==> src/design/sbag_pkg.sv <==
// ----------------------------------------------------------------------------
// sbag_pkg
// Shared constants and types for the shuffle bag core: field widths,
// generator constants, command codes and the sequencer state type.
// ----------------------------------------------------------------------------
package sbag_pkg;

   localparam int SCENE_COUNT_DEF = 16;

   localparam int FUNC_W  = 1;
   localparam int SEED_W  = 32;
   localparam int SCENE_W = 4;
   localparam int REM_W   = 5;

   localparam logic [SEED_W-1:0] XS_ZERO_SUB = 32'h9e37_79b9;
   localparam int XS_SHIFT_A = 13;
   localparam int XS_SHIFT_B = 17;
   localparam int XS_SHIFT_C = 5;

   localparam logic [FUNC_W-1:0] FUNC_DEAL    = 1'b0;
   localparam logic [FUNC_W-1:0] FUNC_SHUFFLE = 1'b1;

   typedef enum logic [3:0] {
      ST_IDLE,
      ST_FILL,
      ST_XS,
      ST_DIV,
      ST_RD_A,
      ST_RD_B,
      ST_WR_A,
      ST_WR_B,
      ST_FINISH,
      ST_DEAL_RD,
      ST_DEAL_DATA,
      ST_RESP
   } state_type;

endpackage

==> src/design/sbag_ram.sv <==
// ----------------------------------------------------------------------------
// sbag_ram
// Generic single-write, single-read RAM with a registered read port.
// ----------------------------------------------------------------------------
module sbag_ram #(
   parameter int WIDTH = 8,
   parameter int DEPTH = 16
) (
   input  logic                     clock,
   input  logic                     wr_en,
   input  logic [$clog2(DEPTH)-1:0] wr_addr,
   input  logic [WIDTH-1:0]         wr_data,
   input  logic [$clog2(DEPTH)-1:0] rd_addr,
   output logic [WIDTH-1:0]         rd_data
);

   logic [WIDTH-1:0] mem_ff [DEPTH];
   logic [WIDTH-1:0] rd_data_ff;

   always_ff @(posedge clock) begin
      if (wr_en) begin
         mem_ff[wr_addr] <= wr_data;
      end
      rd_data_ff <= mem_ff[rd_addr];
   end

   assign rd_data = rd_data_ff;

endmodule

==> src/design/shuffle_bag_no_repeat_core.sv <==
// ----------------------------------------------------------------------------
// shuffle_bag_no_repeat_core
// Deals indices 0..SCENE_COUNT-1 in shuffled order without an immediate
// repeat across bags. The order lives in one RAM; a sequencer fills it,
// runs a Fisher-Yates pass with xorshift32 and a bit-serial modulo unit.
// Flow: a deal from a filled bag reads the order RAM in ST_DEAL_RD and
// ST_DEAL_DATA, then ST_RESP registers the response; ST_RESP waits while
// the output is stalled. A refill on a deal adds the fill pass, SCENE_COUNT-1
// swap steps (ST_XS, bit-serial modulo in ST_DIV, ST_RD_A..ST_WR_B), the
// no-repeat check and ST_FINISH; one transaction is in work at a time.
// Reset (synchronous): bag empty, no previous index, no result pending.
// ----------------------------------------------------------------------------
module shuffle_bag_no_repeat_core #(
   parameter int SCENE_COUNT = sbag_pkg::SCENE_COUNT_DEF
) (
   input  logic                          clock,
   input  logic                          reset,
   input  logic                          req_valid,
   output logic                          req_stall,
   input  logic [sbag_pkg::FUNC_W-1:0]   req_func,
   input  logic [sbag_pkg::SEED_W-1:0]   req_seed,
   input  logic [sbag_pkg::SEED_W-1:0]   req_entropy,
   output logic                          rsp_valid,
   input  logic                          rsp_stall,
   output logic [sbag_pkg::SCENE_W-1:0]  rsp_scene,
   output logic                          rsp_dealt,
   output logic [sbag_pkg::REM_W-1:0]    rsp_remaining
);

   import sbag_pkg::*;

   localparam int IDX_W = $clog2(SCENE_COUNT);
   localparam int CUR_W = $clog2(SCENE_COUNT + 1);
   localparam int RW    = CUR_W + 1;
   localparam int CNT_W = $clog2(SEED_W);

   state_type state_ff, state_in;

   logic [CUR_W-1:0]  cursor_ff, cursor_in;
   logic [IDX_W-1:0]  prev_ff, prev_in;
   logic              prev_valid_ff, prev_valid_in;
   logic              rsp_valid_ff, rsp_valid_in;

   logic [FUNC_W-1:0] func_ff, func_in;
   logic [SEED_W-1:0] st_ff, st_in;
   logic [SEED_W-1:0] dvd_ff, dvd_in;
   logic [RW-1:0]     r_ff, r_in;
   logic [CNT_W-1:0]  cnt_ff, cnt_in;
   logic [CUR_W-1:0]  i_ff, i_in;
   logic [IDX_W-1:0]  fill_ff, fill_in;
   logic [IDX_W-1:0]  addr_a_ff, addr_a_in;
   logic [IDX_W-1:0]  addr_b_ff, addr_b_in;
   logic              fix_ff, fix_in;
   logic [IDX_W-1:0]  t_ff, t_in;
   logic [IDX_W-1:0]  scene_ff, scene_in;

   logic [SCENE_W-1:0] rsp_scene_ff, rsp_scene_in;
   logic               rsp_dealt_ff, rsp_dealt_in;
   logic [REM_W-1:0]   rsp_rem_ff, rsp_rem_in;

   logic              ram_wr_en;
   logic [IDX_W-1:0]  ram_wr_addr;
   logic [IDX_W-1:0]  ram_wr_data;
   logic [IDX_W-1:0]  ram_rd_addr;
   logic [IDX_W-1:0]  ram_rd_data;

   logic [SEED_W-1:0] xs_v0, xs_v1, xs_v2, xs_v3;
   logic [RW-1:0]     r_sh, r_mod;
   logic [IDX_W+SCENE_W-1:0] scene_ext;
   logic [CUR_W+REM_W-1:0]   rem_ext;
   logic [CUR_W-1:0]  rem_val;
   logic              req_accept, out_free;

   sbag_ram #(
      .WIDTH (IDX_W),
      .DEPTH (SCENE_COUNT)
   ) u_order_ram (
      .clock   (clock),
      .wr_en   (ram_wr_en),
      .wr_addr (ram_wr_addr),
      .wr_data (ram_wr_data),
      .rd_addr (ram_rd_addr),
      .rd_data (ram_rd_data)
   );

   assign req_stall  = (state_ff != ST_IDLE);
   assign req_accept = req_valid && !req_stall;
   assign out_free   = !rsp_valid_ff || !rsp_stall;

   assign xs_v0 = (st_ff == '0) ? XS_ZERO_SUB : st_ff;
   assign xs_v1 = xs_v0 ^ (xs_v0 << XS_SHIFT_A);
   assign xs_v2 = xs_v1 ^ (xs_v1 >> XS_SHIFT_B);
   assign xs_v3 = xs_v2 ^ (xs_v2 << XS_SHIFT_C);

   assign r_sh  = {r_ff[RW-2:0], dvd_ff[SEED_W-1]};
   assign r_mod = (r_sh >= {1'b0, i_ff}) ? (r_sh - {1'b0, i_ff}) : r_sh;

   always_comb begin
      state_in      = state_ff;
      cursor_in     = cursor_ff;
      prev_in       = prev_ff;
      prev_valid_in = prev_valid_ff;
      rsp_valid_in  = rsp_valid_ff && rsp_stall;
      func_in       = func_ff;
      st_in         = st_ff;
      dvd_in        = dvd_ff;
      r_in          = r_ff;
      cnt_in        = cnt_ff;
      i_in          = i_ff;
      fill_in       = fill_ff;
      addr_a_in     = addr_a_ff;
      addr_b_in     = addr_b_ff;
      fix_in        = fix_ff;
      t_in          = t_ff;
      scene_in      = scene_ff;
      rsp_scene_in  = rsp_scene_ff;
      rsp_dealt_in  = rsp_dealt_ff;
      rsp_rem_in    = rsp_rem_ff;
      ram_wr_en     = 1'b0;
      ram_wr_addr   = addr_a_ff;
      ram_wr_data   = ram_rd_data;
      ram_rd_addr   = addr_b_ff;
      scene_ext     = {{SCENE_W{1'b0}}, scene_ff};
      rem_val       = '0;
      rem_ext       = '0;

      case (state_ff)
         ST_IDLE: begin
            if (req_accept) begin
               func_in = req_func;
               st_in   = (req_seed == '0) ? req_entropy : req_seed;
               fill_in = '0;
               if ((req_func == FUNC_SHUFFLE) || (cursor_ff >= CUR_W'(SCENE_COUNT))) begin
                  state_in = ST_FILL;
               end else begin
                  state_in = ST_DEAL_RD;
               end
            end
         end
         ST_FILL: begin
            ram_wr_en   = 1'b1;
            ram_wr_addr = fill_ff;
            ram_wr_data = fill_ff;
            fill_in     = fill_ff + 1'b1;
            if (fill_ff == IDX_W'(SCENE_COUNT - 1)) begin
               i_in     = CUR_W'(SCENE_COUNT);
               state_in = ST_XS;
            end
         end
         ST_XS: begin
            st_in    = xs_v3;
            dvd_in   = xs_v3;
            r_in     = '0;
            cnt_in   = '0;
            state_in = ST_DIV;
         end
         ST_DIV: begin
            r_in   = r_mod;
            dvd_in = dvd_ff << 1;
            cnt_in = cnt_ff + 1'b1;
            if (cnt_ff == CNT_W'(SEED_W - 1)) begin
               addr_a_in = IDX_W'(i_ff - 1'b1);
               addr_b_in = r_mod[IDX_W-1:0];
               fix_in    = 1'b0;
               state_in  = ST_RD_A;
            end
         end
         ST_RD_A: begin
            ram_rd_addr = addr_a_ff;
            state_in    = ST_RD_B;
         end
         ST_RD_B: begin
            ram_rd_addr = addr_b_ff;
            t_in        = ram_rd_data;
            state_in    = ST_WR_A;
         end
         ST_WR_A: begin
            if (fix_ff && !(prev_valid_ff && (t_ff == prev_ff))) begin
               state_in = ST_FINISH;
            end else begin
               ram_wr_en   = 1'b1;
               ram_wr_addr = addr_a_ff;
               ram_wr_data = ram_rd_data;
               state_in    = ST_WR_B;
            end
         end
         ST_WR_B: begin
            ram_wr_en   = 1'b1;
            ram_wr_addr = addr_b_ff;
            ram_wr_data = t_ff;
            if (fix_ff) begin
               state_in = ST_FINISH;
            end else if (i_ff > CUR_W'(2)) begin
               i_in     = i_ff - 1'b1;
               state_in = ST_XS;
            end else begin
               fix_in    = 1'b1;
               addr_a_in = '0;
               addr_b_in = IDX_W'(1);
               state_in  = ST_RD_A;
            end
         end
         ST_FINISH: begin
            cursor_in = '0;
            if (func_ff == FUNC_DEAL) begin
               state_in = ST_DEAL_RD;
            end else begin
               state_in = ST_RESP;
            end
         end
         ST_DEAL_RD: begin
            ram_rd_addr = cursor_ff[IDX_W-1:0];
            state_in    = ST_DEAL_DATA;
         end
         ST_DEAL_DATA: begin
            scene_in = ram_rd_data;
            state_in = ST_RESP;
         end
         ST_RESP: begin
            if (out_free) begin
               if (func_ff == FUNC_DEAL) begin
                  cursor_in     = cursor_ff + 1'b1;
                  prev_in       = scene_ff;
                  prev_valid_in = 1'b1;
                  rsp_scene_in  = scene_ext[SCENE_W-1:0];
                  rsp_dealt_in  = 1'b1;
               end else begin
                  rsp_scene_in  = '0;
                  rsp_dealt_in  = 1'b0;
               end
               rem_val      = CUR_W'(SCENE_COUNT) - cursor_in;
               rem_ext      = {{REM_W{1'b0}}, rem_val};
               rsp_rem_in   = rem_ext[REM_W-1:0];
               rsp_valid_in = 1'b1;
               state_in     = ST_IDLE;
            end
         end
         default: begin
            state_in = ST_IDLE;
         end
      endcase
   end

   always_ff @(posedge clock) begin
      if (reset) begin
         state_ff      <= ST_IDLE;
         cursor_ff     <= CUR_W'(SCENE_COUNT);
         prev_ff       <= '0;
         prev_valid_ff <= 1'b0;
         rsp_valid_ff  <= 1'b0;
      end else begin
         state_ff      <= state_in;
         cursor_ff     <= cursor_in;
         prev_ff       <= prev_in;
         prev_valid_ff <= prev_valid_in;
         rsp_valid_ff  <= rsp_valid_in;
      end
   end

   always_ff @(posedge clock) begin
      func_ff      <= func_in;
      st_ff        <= st_in;
      dvd_ff       <= dvd_in;
      r_ff         <= r_in;
      cnt_ff       <= cnt_in;
      i_ff         <= i_in;
      fill_ff      <= fill_in;
      addr_a_ff    <= addr_a_in;
      addr_b_ff    <= addr_b_in;
      fix_ff       <= fix_in;
      t_ff         <= t_in;
      scene_ff     <= scene_in;
      rsp_scene_ff <= rsp_scene_in;
      rsp_dealt_ff <= rsp_dealt_in;
      rsp_rem_ff   <= rsp_rem_in;
   end

   assign rsp_valid     = rsp_valid_ff;
   assign rsp_scene     = rsp_scene_ff;
   assign rsp_dealt     = rsp_dealt_ff;
   assign rsp_remaining = rsp_rem_ff;

endmodule

==> config.mk <==
export PLATFORM = sky130hd
export DESIGN_NAME = shuffle_bag_no_repeat_core
export DESIGN_NICKNAME = d
export VERILOG_FILES = /design/src/design/sbag_pkg.sv /design/src/design/sbag_ram.sv /design/src/design/shuffle_bag_no_repeat_core.sv
export SDC_FILE = /design/constraint.sdc
export NUM_CORES = 1
export LEC_CHECK = 0
export ABC_AREA = 0
export BUFFER_PORTS_ARGS = -buffer_cell sky130_fd_sc_hd__buf_2
export CAP_MARGIN = 20
export CORE_UTILIZATION = 45
export CTS_CLUSTER_SIZE = 14
export DETAILED_ROUTE_END_ITERATION = 12
export SYNTH_ARGS = -nofsm -noshare
export SYNTH_HDL_FRONTEND = slang
export SYNTH_HIERARCHICAL = 1
export SYNTH_SLANG_ARGS = --single-unit
==> constraint.sdc <==
create_clock -name clock -period 4.8 [get_ports clock]
set_input_delay 0.24 -clock clock [delete_from_list [all_inputs] [get_ports clock]]
set_output_delay 0.24 -clock clock [all_outputs]
set_load 0.1 [all_outputs]
==> impl_metrics.xml <==
<?xml version="1.0" encoding="UTF-8"?>
<metrics>
  <group name="status">
    <metric name="run_status" unit="">completed</metric>
  </group>
  <group name="pwr">
    <metric name="power.switching" unit="µW">2765</metric>
    <metric name="cellPowerDensity" unit="nW/µm²">682.8</metric>
    <metric name="power_leakage" unit="µW">0.003755</metric>
    <metric name="internal_power" unit="µW">4525</metric>
    <metric name="fin_total_pwr" unit="µW">7290</metric>
    <metric name="ir_worst_vdd" unit="mV">0.3472</metric>
    <metric name="power.combinational.fraction" unit="%">39.7</metric>
    <metric name="sequentialPowerShare" unit="%">40.7</metric>
    <metric name="part_of_the_power_in_the_clock_network" unit="%">19.6</metric>
    <metric name="power.switching_fraction" unit="%">37.93</metric>
  </group>
  <group name="synth">
    <metric name="synth.area.top_cells" unit="">sky130_fd_sc_hd__edfxtp_1, sky130_fd_sc_hd__xnor2_1, sky130_fd_sc_hd__dfxtp_1</metric>
    <metric name="synth-edff-count" unit="">175</metric>
    <metric name="post_synth_num_cell_types" unit="">61</metric>
    <metric name="share_of_the_synthesized_area_in_the_top_cell_type" unit="%">55.66</metric>
    <metric name="postSynth.topFlopCell" unit="">sky130_fd_sc_hd__edfxtp_1</metric>
    <metric name="post_synth_inst_count" unit="">751</metric>
    <metric name="async_reset_ff_share" unit="%">0</metric>
    <metric name="share_of_synthesized_area_occupied_by_flip_flops_and_latches" unit="%">59.69</metric>
    <metric name="synth_most_common_cell" unit="">sky130_fd_sc_hd__edfxtp_1</metric>
    <metric name="mappedNetlistNets" unit="">833</metric>
    <metric name="synthDominantAreaCellType" unit="">sky130_fd_sc_hd__edfxtp_1</metric>
    <metric name="synth.avg_cell_area" unit="µm²">12.57</metric>
    <metric name="yosys_register_bits" unit="">194</metric>
    <metric name="yosysWarningCount" unit="">6</metric>
    <metric name="synth_common_cells" unit="">sky130_fd_sc_hd__edfxtp_1, sky130_fd_sc_hd__nor2_1, sky130_fd_sc_hd__a21oi_1</metric>
    <metric name="synthesis.area" unit="µm²">9442</metric>
  </group>
  <group name="global_route">
    <metric name="global_route_wire_length_before_repair" unit="mm">34.53</metric>
    <metric name="final_global_route_overflow_total" unit="">0</metric>
    <metric name="pin_count_of_the_biggest_net_entering_global_routing" unit="">66</metric>
    <metric name="grt_util_all_layers" unit="%">21.18</metric>
    <metric name="number_of_global_route_vias_before_repair" unit="">6240</metric>
    <metric name="number_of_antenna_violations_at_the_first_check_in_global_routing" unit="">0</metric>
  </group>
  <group name="timing">
    <metric name="finalMaxSlewViolations" unit="">0</metric>
    <metric name="setup_total_negative_slack" unit="ps">0</metric>
    <metric name="slew_headroom" unit="%">31.39</metric>
    <metric name="skew" unit="ps">10.50</metric>
    <metric name="max_slew.worst_pin.slew" unit="ps">1029</metric>
    <metric name="achievable-frequency" unit="MHz">287.5</metric>
    <metric name="rsz0062_at_grt" unit="">no</metric>
    <metric name="final_min_period_over_clock_period" unit="%">72.46</metric>
    <metric name="timing.final.hold_violations" unit="">0</metric>
    <metric name="final-setup-viol-count" unit="">0</metric>
    <metric name="timing.final.crit_period" unit="ps">3478</metric>
  </group>
  <group name="route">
    <metric name="starting_drc_count_in_detailed_routing" unit="">465</metric>
    <metric name="final_wirelength" unit="mm">21.52</metric>
    <metric name="dr_total_vias" unit="">6294</metric>
    <metric name="drt_first_pass_iters" unit="">5</metric>
    <metric name="post_drt_wl_per_cell" unit="µm">19.42</metric>
    <metric name="detail_route.drc_violations" unit="">0</metric>
    <metric name="postRouteAntennaNets" unit="">0</metric>
    <metric name="post_drt_via_cell_ratio" unit="">5.681</metric>
  </group>
  <group name="worst_hold_path">
    <metric name="min_path_type" unit="">in2reg</metric>
  </group>
  <group name="critical_path">
    <metric name="timing.setup.critical_path_class" unit="">reg2reg</metric>
    <metric name="reg2reg_to" unit="">u_order_ram/rd_data[1]</metric>
    <metric name="worst-r2r-setup-slack" unit="ps">1320</metric>
    <metric name="critPathLaunch" unit="">state_ff[1]</metric>
    <metric name="crit_buf_inv" unit="">0</metric>
    <metric name="cp.depth" unit="">8</metric>
    <metric name="crit_path_start_kind" unit="">register</metric>
    <metric name="worstSetupEndpointType" unit="">register</metric>
    <metric name="critical_path.cell_chain" unit="">nor2_1 -&gt; and3_1 -&gt; nor2_1 -&gt; nand2_1 -&gt; nand2_1 -&gt; mux4_1 -&gt; a22oi_1 -&gt; nand3_1</metric>
    <metric name="reg2regPathDepth" unit="">8</metric>
    <metric name="critical_path.endpoint" unit="">u_order_ram/rd_data[1]</metric>
    <metric name="max_stage_delay_on_crit_path" unit="ps">790</metric>
    <metric name="crit_path_top_delay_cell" unit="">sky130_fd_sc_hd__dfxtp_1</metric>
    <metric name="critical_path_required" unit="ps">5110</metric>
    <metric name="critical_path_arrival" unit="ps">3790</metric>
    <metric name="critical_path.reg2reg.startpoint" unit="">state_ff[1]</metric>
    <metric name="timing.critical_path.fanout_max" unit="">22</metric>
    <metric name="worst_path_dominant_cell_family" unit="">simple AND/OR/NAND/NOR gates</metric>
  </group>
  <group name="floorplanning">
    <metric name="floorplan.die.width" unit="µm">146.9</metric>
    <metric name="placementRows" unit="">52</metric>
    <metric name="core-area" unit="µm²">20430</metric>
    <metric name="die_h" unit="µm">146.9</metric>
    <metric name="die_area" unit="µm²">21560</metric>
    <metric name="number_of_primary_i_o_pins" unit="">81</metric>
    <metric name="floorplan.initialDensity" unit="%">46.22</metric>
  </group>
  <group name="clock_network">
    <metric name="tritoncts_clock_tree" unit="">done</metric>
    <metric name="ctsHtreeMaxLevel" unit="">4</metric>
    <metric name="clock_transition_at_the_register_clock_pins_on_the_worst_setup_and_hold_paths_after_cts" unit="ps">70</metric>
    <metric name="clock_sinks" unit="">194</metric>
    <metric name="post_cts_buffers" unit="">0</metric>
    <metric name="clock_tree.root_cell" unit="">sky130_fd_sc_hd__clkbuf_16</metric>
    <metric name="clk_path_buf_depth" unit="">2</metric>
    <metric name="post_cts_resized" unit="">0</metric>
    <metric name="cts_made_buffers" unit="">17</metric>
    <metric name="clk-insertion-delay-late" unit="ps">430</metric>
  </group>
  <group name="cells_and_area">
    <metric name="multiInputGateArea" unit="µm²">3575</metric>
    <metric name="fin_nets" unit="">907</metric>
    <metric name="nFillCells" unit="">1786</metric>
    <metric name="count_of_placed_standard_cells_in_the_final_layout_fillers_left_out" unit="">1108</metric>
    <metric name="drive_gt1_share" unit="%">16.23</metric>
    <metric name="area.growth.synth_to_final" unit="%">13.08</metric>
    <metric name="antennaDiodeCount" unit="">0</metric>
    <metric name="final-seq-area" unit="µm²">5635</metric>
  </group>
  <group name="placed_design">
    <metric name="placed_insts" unit="">1072</metric>
    <metric name="detailed_placer_s_ending_hpwl" unit="mm">15.67</metric>
    <metric name="numPortBuffers" unit="">80</metric>
    <metric name="finalWeightedCongestion" unit="">0.9476</metric>
  </group>
  <group name="job">
    <metric name="cap_violations" unit="">0</metric>
  </group>
</metrics>
per-stage QoR:
step	worst slack (ps)	utilization, %	area [µm²]	hold WS (ps)
floorplan	2258	-	9442	336.0
global placement	1596	49.09	10030	439.9
detailed placement	1364	49.09	10030	445.8
CTS	1331	52.06	10640	87.58
global route	1074	52.26	10680	94.16
finish	1322	52.26	10680	107.0
worst min-delay path, stage by stage:
cell and delay (ps):
sky130_fd_sc_hd__buf_2 100, sky130_fd_sc_hd__nand2_1 80, sky130_fd_sc_hd__a21oi_1 70
registers in the layout (all words and copies together) (netlist names):
register	count
func_ff	1
cnt_ff	5
prev_ff	4
r_ff	5
rsp_scene	4
cursor_ff	5
rsp_valid	1
scene_ff	4
fix_ff	1
i_ff	5
addr_b_ff	4
u_order_ram/rd_data	4
addr_a_ff	4
st_ff	32
dvd_ff	32
u_order_ram/mem_ff	64
t_ff	4
rsp_remaining	5
rsp_dealt	1
fill_ff	4
state_ff	4
prev_valid_ff	1
layout make-up:
class	count	area share (%)
Timing Repair Buffer	87	4.430
Sequential cell	194	52.78
Inverter	15	0.5508
Clock inverter	6	0.6211
Tap cell	270	3.164
Clock buffer	26	4.969
Multi-Input combinational cell	510	33.48
routing by layer:
metal,routed length [µm],vias up,GRT usage [%],part of all wire (%)
met5,0,-,0,0
met2,10440,210,35.05,49
met1,9539,3061,27.89,44
li1,-,2991,-,-
met4,434,0,7.187,2.0
met3,1103,32,4.161,5.1
worst min-delay path by stage:
stage / from / endpoint / slack [ps] / cells past startpoint
after CTS: rsp_stall / rsp_valid / 90 / 3
final: rsp_stall / rsp_valid / 110 / 3
after global placement: req_func / func_ff / 440 / 1
after global routing: rsp_stall / rsp_valid / 90 / 3
after floorplan: reset / cursor_ff[4] / 340 / 2
after detailed placement: req_func / func_ff / 450 / 1
power by group through the flow:
stage	Sequential [µW]	Combinational (µW)	Clock [µW]
floorplan	2850	2150	0
global placement	2990	2840	0
detailed placement	2990	2880	0
CTS	2960	2900	1460
global route	3010	3160	1510
finish	2970	2890	1430
layout by cell type, fill, tap and decap left out, types with 3 or more instances in the layout:
master	n
sky130_fd_sc_hd__nor2_2	4
sky130_fd_sc_hd__nor2b_1	11
sky130_fd_sc_hd__mux4_1	14
sky130_fd_sc_hd__nand2_1	37
sky130_fd_sc_hd__inv_4	4
sky130_fd_sc_hd__inv_1	14
sky130_fd_sc_hd__nor4_1	17
sky130_fd_sc_hd__nand2b_1	6
sky130_fd_sc_hd__xnor2_1	62
sky130_fd_sc_hd__nand4_1	7
sky130_fd_sc_hd__clkbuf_8	5
sky130_fd_sc_hd__nand3_1	18
sky130_fd_sc_hd__a21oi_1	69
sky130_fd_sc_hd__and3_1	5
sky130_fd_sc_hd__xor2_1	19
sky130_fd_sc_hd__edfxtp_1	175
sky130_fd_sc_hd__o21ai_0	16
sky130_fd_sc_hd__nand3b_1	5
sky130_fd_sc_hd__buf_4	3
sky130_fd_sc_hd__ha_1	12
sky130_fd_sc_hd__nor2_1	93
sky130_fd_sc_hd__a22oi_1	8
sky130_fd_sc_hd__a31oi_1	3
sky130_fd_sc_hd__a211oi_1	35
sky130_fd_sc_hd__a221o_1	8
sky130_fd_sc_hd__mux2i_1	7
sky130_fd_sc_hd__clkbuf_1	3
sky130_fd_sc_hd__dfxtp_1	19
sky130_fd_sc_hd__buf_2	81
sky130_fd_sc_hd__and2_1	7
sky130_fd_sc_hd__nor3_1	10
sky130_fd_sc_hd__clkbuf_16	18
logic make-up after synthesis:
kind of cell               count (synthesis)  share of synthesized area, %
xor gates and xnor gates                  82                         7.686
adders and majority gates                 13                         1.802
and+or+nand+nor                          237                         12.46
muxes                                     25                         5.354
DFF                                      194                         59.69
AOI/OAI and AO/OA                        153                         10.44
buffers and inverters                     47                         2.571
repair_timing:
item / 4_1_cts / 5_1_grt
hold buffers: 1 / 0
setup endpoints to repair: 0 / 0
endpoints found under the hold margin: 1 / 0
(Power assumes the default switching activity.)
